[src/rtl/core/websocket_frame_deframer_unit_defines.svh]
// Assertion macros shared by the deframer RTL.
`ifndef WEBSOCKET_FRAME_DEFRAMER_UNIT_DEFINES_SVH
`define WEBSOCKET_FRAME_DEFRAMER_UNIT_DEFINES_SVH

`ifndef ASSERT_OFF
`define WSDF_ASSERT(label, clk, rst_n, prop) \
    label: assert property (@(posedge clk) disable iff (!rst_n) prop) \
        else $error("wsdf assertion failed");
`define WSDF_ASSERT_ALWAYS(label, clk, prop) \
    label: assert property (@(posedge clk) prop) \
        else $error("wsdf assertion failed");
`else
`define WSDF_ASSERT(label, clk, rst_n, prop)
`define WSDF_ASSERT_ALWAYS(label, clk, prop)
`endif

`endif

[src/rtl/core/wsdf_pkg.sv]
package wsdf_pkg;

    localparam logic [3:0] OP_TEXT  = 4'h1;
    localparam logic [3:0] OP_CLOSE = 4'h8;

    localparam logic [1:0] ST_OK       = 2'd0;
    localparam logic [1:0] ST_CLOSED   = 2'd1;
    localparam logic [1:0] ST_TOOLARGE = 2'd2;

    localparam logic [6:0] LEN7_EXT16 = 7'd126;
    localparam logic [6:0] LEN7_EXT64 = 7'd127;
    localparam logic [3:0] EXT_BYTES_16 = 4'd2;
    localparam logic [3:0] EXT_BYTES_64 = 4'd8;

    localparam logic [31:0] MAX_LEN_RESET = 32'd16777216;

    localparam int QDEPTH = 4;
    localparam int QPTR_W = 2;
    localparam int QCNT_W = 3;

    // One queued result, unmasking still to be done by the back end
    typedef struct packed {
        logic [7:0] raw;
        logic [7:0] key;
        logic       unmask;
        logic       has_byte;
        logic       last;
        logic [1:0] status;
    } t_cmd;

endpackage

[src/rtl/core/wsdf_front.sv]
`include "websocket_frame_deframer_unit_defines.svh"

module wsdf_front
    import wsdf_pkg::*;
(
    input  logic        i_clk,
    input  logic        i_rst_n,
    input  logic        i_cfg_wr_en,
    input  logic [31:0] i_cfg_wr_data,
    input  logic        i_accept,
    input  logic [7:0]  i_byte,
    output logic        o_push,
    output t_cmd        o_cmd
);

    typedef enum logic [5:0] {
        PH_HDR0    = 6'b000001,
        PH_HDR1    = 6'b000010,
        PH_EXTLEN  = 6'b000100,
        PH_MASK    = 6'b001000,
        PH_PAYLOAD = 6'b010000,
        PH_HALT    = 6'b100000
    } t_phase;

    t_phase      r_phase, n_phase;
    logic [3:0]  r_opcode, n_opcode;
    logic        r_mask, n_mask;
    logic [3:0]  r_ext, n_ext;
    logic [63:0] r_len, n_len;
    logic [1:0]  r_kidx, n_kidx;
    logic [31:0] r_max;
    logic [7:0]  r_key [4];

    logic [63:0] lk_len;
    logic        too_large;
    logic        lk_fire;
    logic        bp_fire;
    logic        key_wr;
    logic        is_end;

    // length candidate: 7-bit field in HDR1, shifted-in extended length otherwise
    assign lk_len    = (r_phase == PH_HDR1) ? {57'd0, i_byte[6:0]} : {r_len[55:0], i_byte};
    assign too_large = (|lk_len[63:32]) || (lk_len[31:0] > r_max);
    assign is_end    = (r_len == 64'd1);
    assign key_wr    = i_accept && (r_phase == PH_MASK);

    always_comb begin
        n_phase  = r_phase;
        n_opcode = r_opcode;
        n_mask   = r_mask;
        n_ext    = r_ext;
        n_len    = r_len;
        n_kidx   = r_kidx;
        lk_fire  = 1'b0;
        bp_fire  = 1'b0;
        o_push   = 1'b0;
        o_cmd    = '0;

        if (i_accept) begin
            unique case (r_phase)
                PH_HDR0: begin
                    n_opcode = i_byte[3:0];
                    n_phase  = PH_HDR1;
                end
                PH_HDR1: begin
                    n_mask = i_byte[7];
                    if (i_byte[6:0] == LEN7_EXT16 || i_byte[6:0] == LEN7_EXT64) begin
                        n_ext   = (i_byte[6:0] == LEN7_EXT16) ? EXT_BYTES_16 : EXT_BYTES_64;
                        n_len   = '0;
                        n_phase = PH_EXTLEN;
                    end else begin
                        n_len   = lk_len;
                        lk_fire = 1'b1;
                    end
                end
                PH_EXTLEN: begin
                    n_len = lk_len;
                    n_ext = r_ext - 4'd1;
                    if (r_ext == 4'd1) begin
                        lk_fire = 1'b1;
                    end
                end
                PH_MASK: begin
                    n_kidx = r_kidx + 2'd1;
                    if (r_kidx == 2'd3) begin
                        bp_fire = 1'b1;
                    end
                end
                PH_PAYLOAD: begin
                    n_len  = r_len - 64'd1;
                    n_kidx = r_kidx + 2'd1;
                    if (is_end) begin
                        n_phase = PH_HDR0;
                    end
                    if (r_opcode == OP_TEXT) begin
                        o_push          = 1'b1;
                        o_cmd.raw       = i_byte;
                        o_cmd.key       = r_key[r_kidx];
                        o_cmd.unmask    = r_mask;
                        o_cmd.has_byte  = 1'b1;
                        o_cmd.last      = is_end;
                        o_cmd.status    = ST_OK;
                    end else if (r_opcode == OP_CLOSE && is_end) begin
                        n_phase      = PH_HALT;
                        o_push       = 1'b1;
                        o_cmd.last   = 1'b1;
                        o_cmd.status = ST_CLOSED;
                    end
                end
                PH_HALT: begin
                end
                default: begin
                    n_phase = PH_HALT;
                end
            endcase
        end

        // full length known: limit check, then mask key or payload
        if (lk_fire) begin
            if (too_large) begin
                n_phase      = PH_HALT;
                o_push       = 1'b1;
                o_cmd.last   = 1'b1;
                o_cmd.status = ST_TOOLARGE;
            end else if (n_mask) begin
                n_kidx  = 2'd0;
                n_phase = PH_MASK;
            end else begin
                bp_fire = 1'b1;
            end
        end

        if (bp_fire) begin
            n_kidx = 2'd0;
            if (n_len == 64'd0) begin
                n_phase = PH_HDR0;
                if (r_opcode == OP_TEXT) begin
                    o_push       = 1'b1;
                    o_cmd.last   = 1'b1;
                    o_cmd.status = ST_OK;
                end else if (r_opcode == OP_CLOSE) begin
                    n_phase      = PH_HALT;
                    o_push       = 1'b1;
                    o_cmd.last   = 1'b1;
                    o_cmd.status = ST_CLOSED;
                end
            end else begin
                n_phase = PH_PAYLOAD;
            end
        end
    end

    always_ff @(posedge i_clk) begin
        if (!i_rst_n) begin
            r_phase  <= PH_HDR0;
            r_opcode <= '0;
            r_mask   <= 1'b0;
            r_ext    <= '0;
            r_len    <= '0;
            r_kidx   <= '0;
            r_max    <= MAX_LEN_RESET;
        end else begin
            r_phase  <= n_phase;
            r_opcode <= n_opcode;
            r_mask   <= n_mask;
            r_ext    <= n_ext;
            r_len    <= n_len;
            r_kidx   <= n_kidx;
            if (i_cfg_wr_en) begin
                r_max <= i_cfg_wr_data;
            end
        end
    end

    always_ff @(posedge i_clk) begin
        if (key_wr) begin
            r_key[r_kidx] <= i_byte;
        end
    end

    `WSDF_ASSERT(a_halt_sticky, i_clk, i_rst_n, r_phase == PH_HALT |=> r_phase == PH_HALT)
    `WSDF_ASSERT(a_payload_ends, i_clk, i_rst_n,
        i_accept && r_phase == PH_PAYLOAD && is_end |=> r_phase != PH_PAYLOAD)

endmodule

[src/rtl/core/wsdf_queue.sv]
`include "websocket_frame_deframer_unit_defines.svh"

module wsdf_queue
    import wsdf_pkg::*;
(
    input  logic i_clk,
    input  logic i_rst_n,
    input  logic i_push,
    input  t_cmd i_data,
    input  logic i_pop,
    output t_cmd o_head,
    output logic o_full,
    output logic o_empty
);

    t_cmd              r_mem [QDEPTH];
    logic [QPTR_W-1:0] r_wptr, r_rptr;
    logic [QCNT_W-1:0] r_count, n_count;

    assign o_full  = (r_count == QCNT_W'(QDEPTH));
    assign o_empty = (r_count == '0);
    assign o_head  = r_mem[r_rptr];

    always_comb begin
        unique case ({i_push, i_pop})
            2'b10:   n_count = r_count + QCNT_W'(1);
            2'b01:   n_count = r_count - QCNT_W'(1);
            default: n_count = r_count;
        endcase
    end

    always_ff @(posedge i_clk) begin
        if (!i_rst_n) begin
            r_wptr  <= '0;
            r_rptr  <= '0;
            r_count <= '0;
        end else begin
            r_count <= n_count;
            if (i_push) begin
                r_wptr <= r_wptr + QPTR_W'(1);
            end
            if (i_pop) begin
                r_rptr <= r_rptr + QPTR_W'(1);
            end
        end
    end

    always_ff @(posedge i_clk) begin
        if (i_push) begin
            r_mem[r_wptr] <= i_data;
        end
    end

    `WSDF_ASSERT(a_no_overflow, i_clk, i_rst_n, i_push |-> !o_full)
    `WSDF_ASSERT(a_no_underflow, i_clk, i_rst_n, i_pop |-> !o_empty)

endmodule

[src/rtl/core/wsdf_back.sv]
`include "websocket_frame_deframer_unit_defines.svh"

module wsdf_back
    import wsdf_pkg::*;
(
    input  logic       i_clk,
    input  logic       i_rst_n,
    input  logic       i_q_empty,
    input  t_cmd       i_head,
    output logic       o_pop,
    input  logic       i_ready,
    output logic       o_valid,
    output logic [7:0] o_data,
    output logic       o_has_byte,
    output logic       o_last,
    output logic [1:0] o_status
);

    logic       r_valid;
    logic [7:0] r_data;
    logic       r_has;
    logic       r_last;
    logic [1:0] r_status;

    assign o_pop = !i_q_empty && (!r_valid || i_ready);

    always_ff @(posedge i_clk) begin
        if (!i_rst_n) begin
            r_valid <= 1'b0;
        end else if (o_pop) begin
            r_valid <= 1'b1;
        end else if (i_ready) begin
            r_valid <= 1'b0;
        end
    end

    always_ff @(posedge i_clk) begin
        if (o_pop) begin
            r_data   <= i_head.unmask ? (i_head.raw ^ i_head.key) : i_head.raw;
            r_has    <= i_head.has_byte;
            r_last   <= i_head.last;
            r_status <= i_head.status;
        end
    end

    assign o_valid    = r_valid;
    assign o_data     = r_data;
    assign o_has_byte = r_has;
    assign o_last     = r_last;
    assign o_status   = r_status;

    `WSDF_ASSERT(a_marker_no_data, i_clk, i_rst_n, r_valid && !r_has |-> r_data == 8'd0)

endmodule

[src/rtl/core/websocket_frame_deframer_unit.sv]
// WebSocket frame deframer: takes the received stream one byte per item on s_axis
// and parses frame headers, extended lengths and mask keys, giving unmasked text
// payload bytes on m_axis (tuser[0] set, tlast on the frame's last byte; an empty
// text frame gives one tlast item with no byte). A close frame or a length above
// the max payload register gives one terminal status item, then the block absorbs
// input until reset. It takes one byte every clock while s_axis_tready is high;
// the header/length parser updates its registered state on each accepted byte,
// and results reach m_axis through the result queue and output register.
// s_axis_tready drops only when the four-entry result queue is full.
module websocket_frame_deframer_unit
    import wsdf_pkg::*;
(
    input  logic        i_clk,
    input  logic        i_rst_n,
    input  logic        i_cfg_wr_en,
    input  logic [31:0] i_cfg_wr_data,
    input  logic        s_axis_tvalid,
    output logic        s_axis_tready,
    input  logic [7:0]  s_axis_tdata,   // [7:0] rx_byte
    output logic        m_axis_tvalid,
    input  logic        m_axis_tready,
    output logic [7:0]  m_axis_tdata,   // [7:0] data_byte
    output logic        m_axis_tlast,
    output logic [2:0]  m_axis_tuser    // [0] has_byte, [2:1] status
);

    logic accept;
    logic push;
    logic pop;
    logic q_full;
    logic q_empty;
    t_cmd push_cmd;
    t_cmd head;
    logic has_byte;
    logic [1:0] status;

    assign s_axis_tready = !q_full;
    assign accept        = s_axis_tvalid && s_axis_tready;

    wsdf_front u_front (
        .i_clk         (i_clk),
        .i_rst_n       (i_rst_n),
        .i_cfg_wr_en   (i_cfg_wr_en),
        .i_cfg_wr_data (i_cfg_wr_data),
        .i_accept      (accept),
        .i_byte        (s_axis_tdata),
        .o_push        (push),
        .o_cmd         (push_cmd)
    );

    wsdf_queue u_queue (
        .i_clk   (i_clk),
        .i_rst_n (i_rst_n),
        .i_push  (push),
        .i_data  (push_cmd),
        .i_pop   (pop),
        .o_head  (head),
        .o_full  (q_full),
        .o_empty (q_empty)
    );

    wsdf_back u_back (
        .i_clk      (i_clk),
        .i_rst_n    (i_rst_n),
        .i_q_empty  (q_empty),
        .i_head     (head),
        .o_pop      (pop),
        .i_ready    (m_axis_tready),
        .o_valid    (m_axis_tvalid),
        .o_data     (m_axis_tdata),
        .o_has_byte (has_byte),
        .o_last     (m_axis_tlast),
        .o_status   (status)
    );

    assign m_axis_tuser = {status, has_byte};

endmodule

[config.mk]
export PLATFORM = sky130hd
export DESIGN_NAME = websocket_frame_deframer_unit
export DESIGN_NICKNAME = d
export VERILOG_FILES = /design/src/rtl/core/wsdf_pkg.sv /design/src/rtl/core/wsdf_front.sv /design/src/rtl/core/wsdf_queue.sv /design/src/rtl/core/wsdf_back.sv /design/src/rtl/core/websocket_frame_deframer_unit.sv
export VERILOG_INCLUDE_DIRS = /design/src /design/src/rtl/core
export SDC_FILE = /design/constraint.sdc
export NUM_CORES = 1
export LEC_CHECK = 0
export ABC_CLOCK_PERIOD_IN_PS = 9050
export BUFFER_PORTS_ARGS = -buffer_cell sky130_fd_sc_hd__buf_4
export CAP_MARGIN = 0
export CELL_PAD_IN_SITES_DETAIL_PLACEMENT = 1
export CELL_PAD_IN_SITES_GLOBAL_PLACEMENT = 1
export CORE_MARGIN = 2
export CORE_UTILIZATION = 49
export DETAILED_ROUTE_END_ITERATION = 7
export PLACE_DENSITY_LB_ADDON = 0.1
export REMOVE_ABC_BUFFERS = 1
export SLEW_MARGIN = 40
export SYNTH_ARGS = -nofsm -noshare
export SYNTH_HDL_FRONTEND = slang
export SYNTH_SLANG_ARGS = --single-unit
[constraint.sdc]
create_clock -name i_clk -period 9.05 [get_ports i_clk]
set_input_delay 0 -clock i_clk [delete_from_list [all_inputs] [get_ports i_clk]]
set_output_delay 0 -clock i_clk [all_outputs]
set_load 0.005 [all_outputs]
=== Word level (Yosys, flattened, before mapping) ===
Memories as Yosys holds them, arrays and structs flattened. A register that Yosys moved wholly into a read port is not among the register bits.
Cells that the tools add are included.

* Eq/ne operators: 17
* Bitwise logic cells: 2
* Mux-type cells: 69
* Add/sub/neg operators: 7
* Reduce and logical (&&, ||, !) cells: 21
* Order comparisons: 1

{| class="wikitable"
|+ Operators with widths
! kind !! number
|-
| $mux W64 || 3
|-
| $pmux W64 S3 || 1
|-
| $mux W6 || 12
|-
| $eq A64 B1 Y1 const B || 1
|-
| $logic_not A64 Y1 || 1
|-
| $sub A64 B1 Y64 const B || 1
|-
| $mux W21 || 2
|-
| $gt A32 B32 Y1 || 1
|-
| $reduce_or A32 Y1 || 1
|-
| $mux W1 || 27
|-
| $mux W3 || 8
|-
| $pmux W6 S4 || 1
|-
| $mux W18 || 1
|-
| $mux W2 || 8
|-
| $eq A7 B7 Y1 const B || 2
|-
| $eq A4 B1 Y1 const B || 2
|-
| $mux W4 || 2
|-
| $mux W8 || 1
|-
| $pmux W4 S2 || 1
|-
| $xor A8 B8 Y8 || 1
|-
| $add A2 B1 Y2 const B || 3
|-
| $eq A6 B1 Y1 const B || 1
|-
| $eq A6 B2 Y1 const B || 1
|-
| $eq A6 B3 Y1 const B || 1
|-
| other kinds (23) || 34
|}

* Output and inout port bits: 14
* Bits in writable memories: 116
* Memories: 2
* Logic and storage cells: 134
* Register bits after elaboration: 133

{| class="wikitable"
|+ Memory list
! memory !! depth !! bits a word !! read ports !! clocked after Yosys merged registers in !! wr ports !! RTL line !! text
|-
| u_queue.r_mem || 4 || 21 || 1 || 1 || 1 || wsdf_queue.sv:16 || <nowiki>t_cmd r_mem [QDEPTH];</nowiki>
|-
| u_front.r_key || 4 || 8 || 1 || 1 || 1 || wsdf_front.sv:32 || <nowiki>logic [7:0] r_key [4];</nowiki>
|}

=== Longest topological paths before layout ===
* Depth after elaboration: 14
* Gate-level depth with buffers: 22

=== Hierarchy ===
From an unflattened synthesis, not the netlist that was laid out.

* Cells, all modules: 1435
* Area, all modules: 13969.6 µm²

{| class="wikitable"
|+ Modules (own cells, without submodules)
! module !! area an instance (µm²) !! instances !! cells an instance
|-
| wsdf_front || 9868.2 || 1 || 1244
|-
| wsdf_queue || 3482.1 || 1 || 155
|-
| wsdf_back || 601.8 || 1 || 33
|-
| websocket_frame_deframer_unit || 17.5 || 1 || 3
|}

=== Least setup slack after synthesis ===
No wires, ideal clock.

* Path kind: reg2reg
* Start point: reg u_front.r_phase[4]
* End point: reg u_queue.r_count[2]
* Setup slack: 4.629 ns
* Required time: 8.980 ns
* Stages on the path, launching flop included: 22
* Library setup time: 0.070 ns
* Data arrival time: 4.350 ns
* Path through: dfxtp_1 buf_2 nor4b_1 nand2_1 clkbuf_1 clkbuf_1 and2_1 ha_1 nand4_1 nor4_1 a22oi_1 a221oi_1 nand2b_1 o311ai_0 a31o_2 inv_1 ha_1 inv_1 fa_1 xor2_1 or3_1 a21oi_1

* Cells in the longest elaborated chain, start to end: 12
* Elaborated cells on any way between the ends: 33
* Classes of those cells: 1 x order compare; 6 x eq/ne; 22 x mux; 4 x reduce/logical

{| class="wikitable"
|+ RTL lines
! what !! RTL line !! text
|-
| start: declaration || wsdf_front.sv:25 || <nowiki>t_phase r_phase, n_phase;</nowiki>
|-
| start signal: assignment || wsdf_front.sv:163 || <nowiki>r_phase <= n_phase;</nowiki>
|-
| $eq A6 B2 Y1 || wsdf_front.sv:42, wsdf_front.sv:60 ||
|-
| $mux W64 || wsdf_front.sv:42 || <nowiki>assign lk_len = (r_phase == PH_HDR1) ? {57'd0, i_byte[6:0]} : {r_len[55:0], i_byte};</nowiki>
|-
| $gt A32 B32 Y1 or $reduce_or A32 Y1 (tied branches) || wsdf_front.sv:43 || <nowiki>assign too_large = (|lk_len[63:32]) || (lk_len[31:0] > r_max);</nowiki>
|-
| $logic_or A1 B1 Y1 || wsdf_front.sv:43 ||
|-
| $mux W1 || wsdf_front.sv:120 || <nowiki>if (too_large) begin</nowiki>
|-
| $mux W1 || wsdf_front.sv:119 || <nowiki>if (lk_fire) begin</nowiki>
|-
| $mux W1 || wsdf_front.sv:141 || <nowiki>end else if (r_opcode == OP_CLOSE) begin</nowiki>
|-
| $mux W1 || wsdf_front.sv:137 || <nowiki>if (r_opcode == OP_TEXT) begin</nowiki>
|-
| $mux W1 || wsdf_front.sv:135 || <nowiki>if (n_len == 64'd0) begin</nowiki>
|-
| $mux W1 * || wsdf_front.sv:133 || <nowiki>if (bp_fire) begin</nowiki>
|-
| $eq A2 B1 Y1 or $eq A2 B2 Y1 (tied branches) || wsdf_queue.sv:25 || <nowiki>unique case ({i_push, i_pop})</nowiki>
|-
| $pmux W3 S2 or $reduce_bool A2 Y1 (tied branches) || n/a ||
|-
| end signal: assignment || wsdf_queue.sv:38 || <nowiki>r_count <= n_count;</nowiki>
|-
| end: declaration || wsdf_queue.sv:18 || <nowiki>logic [QCNT_W-1:0] r_count, n_count;</nowiki>
|}

Mark *: on every way between the ends. The rest lies on a longest branch, timed or not.
A chain may end at the register's enable or synchronous reset.

=== Final worst setup path ===
* Start point: reg u_front.r_phase[1]
* End point: reg u_queue.r_count[2]

Same word-level chain as after synthesis.

==> impl_metrics.json <==
{
  "clk_latency_ps": 560,
  "setup_viol": 0,
  "syn_area_um2": 13600,
  "drc": 0,
  "synth_flop_cell": "edfxtp_1",
  "routed_wl_mm": 47.1,
  "first_iter_violations": 1075,
  "ys_seq_elements": 251,
  "hold_path_class": "in2reg",
  "grt_pass1_vias": 12400,
  "drive_above_1_share": 0.132,
  "clk_pin_slew_worst_paths_ps": 70,
  "final_core_utilization": 0.574,
  "relSlewSlack": 0.446,
  "vias": 12100,
  "critPathKind": "reg2reg",
  "final_area_um2": 15900,
  "post_synth.cell_area_avg_um2": 9.81,
  "dpl.hpwl_mm": 32.1,
  "drv_slew": 0,
  "leakage_nw": 6.11,
  "maxCapViolCount": 0,
  "die_height_um": 171,
  "ant_nets": 0,
  "cts_resized": 0,
  "dr.pass1.iters": 6,
  "fmax_ghz": 0.162,
  "io_pins": 59,
  "cp-start-kind": "register",
  "yosysTopAreaCell": "edfxtp_1",
  "cts_buffers": 28,
  "pre_cts_ws_ps": 2900,
  "synthSimpleGateAreaFrac": 0.223,
  "root_buffer": "clkbuf_16",
  "synthToLayoutAreaGrowth_pct": 16.2,
  "cts-htree-levels": 1,
  "finalSetupTns_ps": 0,
  "track_usage": 0.324,
  "tightest_slew_ps": 823,
  "grt_pass1_wl_mm": 72.8,
  "synth_top_area_frac": 0.282,
  "yosys_warnings": 0,
  "dpl_cell_area_um2": 14400,
  "cts.path.max_buffers": 3,
  "coreArea_um2": 27600,
  "required_ps": 9500,
  "port-buffer-count": 58,
  "rsz0062_at_grt": "no",
  "die_x_um": 171,
  "seq_area_frac_synth": 0.462,
  "synth-edff-count": 128,
  "cts_tree": "yes",
  "fin_ws_ps": 2890,
  "grt_max_degree": 63,
  "start_util": 0.494,
  "vias_per_cell": 6.50,
  "wl_per_cell_um": 25.3,
  "synth_compound_area_frac": 0.139,
  "final_nets": 1548,
  "fin_crit_ps": 6160,
  "fin_crit_sh": 0.680,
  "hold_viol_final": 0,
  "synthMuxAreaShare": 0.0789,
  "status": "finished, final reports clean",
  "skew_ps": 31.1,
  "ys_types": 89,
  "synthXorXnorAreaFrac": 0.0103,
  "row_count": 61,
  "peakVddDrop_mv": 0.136,
  "arrival_ps": 6610,
  "synth_top_family_by_area": "simple AND/OR/NAND/NOR gates",
  "path_max_fanout": 23,
  "netlist_instances": 1391,
  "globalplace.congestion": 0.971,
  "synth_area_leaders": "edfxtp_1, dfxtp_1, mux4_2",
  "finalPower_mw": 3.37,
  "grt_remaining_overflow": 0,
  "dieArea_um2": 29200,
  "p_per_area_nw_per_um2": 212,
  "cp-end-kind": "register",
  "synthAdderAreaFrac": 0.0427,
  "synth.most_common_cell": "nor2_1",
  "netlist_top_cells_count": "nor2_1, edfxtp_1, dfxtp_1",
  "clkSinkCount": 251,
  "antenna_found_initial": 0,
  "async_flop_share": 0
}
-- through the flow --
step	hold WS, ps	cells
after floorplan	98.6	1304
after global placement	221	1760
after detailed placement	227	1760
after CTS	9.36	1856
after global routing	69.6	1857
final	10.3	1858
-- placed cells by master (no fill, tap or decap), types with 29 or more instances in the layout --
cell type	n
nand4_1	38
dfxtp_1	123
mux4_2	29
nor2_1	158
ha_1	45
mux2i_1	39
nand2_1	85
and2_1	53
inv_1	63
nand3_1	40
clkbuf_16	29
o21ai_0	45
buf_4	78
a21oi_1	75
dlygate4sd3_1	44
nor3_1	51
nor4_1	37
edfxtp_1	128
-- per-layer routing --
metal,vias to the layer above,part of all wire,track usage
li1,5372,-,-
met1,6022,0.39,0.398
met2,544,0.49,0.567
met3,146,0.068,0.0474
met4,0,0.046,0.138
met5,-,0,0
-- report_power, final --
part	internal (mW)	switching, mW	total (mW)
Sequential	1.27	0.0438	1.31
Combinational	0.307	0.499	0.806
Clock	0.767	0.482	1.25
Total	2.34	1.02	3.37
-- logic make-up (layout without fill, tap and decap cells) --
group | after synthesis | count (layout)
buffers and inverters | 151 | 239
and+or+nand+nor | 571 | 571
AOI/OAI and AO/OA | 285 | 285
muxes | 71 | 71
DFF | 251 | 251
other | 0 | 1
adders and majority gates | 46 | 46
xor gates and xnor gates | 16 | 16
-- sequential cells by signal, indices dropped and copies added, names as in the netlist, named ones only --
name	count
u_front.r_ext	4
u_queue.r_rptr	2
u_front.r_key	32
u_back.o_status	2
u_front.r_mask	1
u_back.o_valid	1
u_back.o_last	1
u_queue.r_count	3
u_queue.r_wptr	2
u_front.r_len	64
u_front.r_max	32
u_front.r_kidx	2
u_front.r_opcode	4
u_back.o_has_byte	1
u_queue.r_mem	84
u_front.r_phase	6
u_back.o_data	8
-- worst max-delay path, stage by stage (launching register included) --
cell,delay [ps]
dfxtp_1,500
nor4b_2,280
buf_4,250
nand2_1,490
and2_1,380
ha_1,300
nand4_1,200
nor4_1,750
a22oi_1,160
a221oi_1,310
clkbuf_2,240
nand2b_1,330
o311ai_0,210
a31o_2,300
inv_1,70
ha_1,190
inv_1,60
fa_1,380
xor2_1,180
or3_1,320
a21oi_1,150
-- final timing paths --
kind,start,endpoint,slack [ps],cells past startpoint
worst max-delay path,u_front.r_phase[1]$_SDFF_PP0_,u_queue.r_count[2]$_SDFFE_PN0P_,2890,20
worst min register to register,u_front.r_max[16]$_SDFFE_PN0P_,u_front.r_max[16]$_SDFFE_PN0P_,500,2
worst max register to register,u_front.r_phase[1]$_SDFF_PP0_,u_queue.r_count[2]$_SDFFE_PN0P_,2890,20
worst min-delay path,i_cfg_wr_en,u_front.r_max[29]$_SDFFE_PN0P_,10,3
-- timing repair --
action | in CTS | in global routing
hold endpoints to repair | 109 | 0
hold buffers | 44 | 0
buffers inserted | 0 | 0
-- area by class of cell --
cell class	instances	area [um2]
fillers	3069	11800
multi-input cells	989	6790
flip-flops and latches	251	6310
repair buffers	123	1030
clock buffers	36	802
well taps	378	473
inverters	64	240
clock inverters	16	218
diodes	1	2.50
Power figures use the tool's default switching activity.
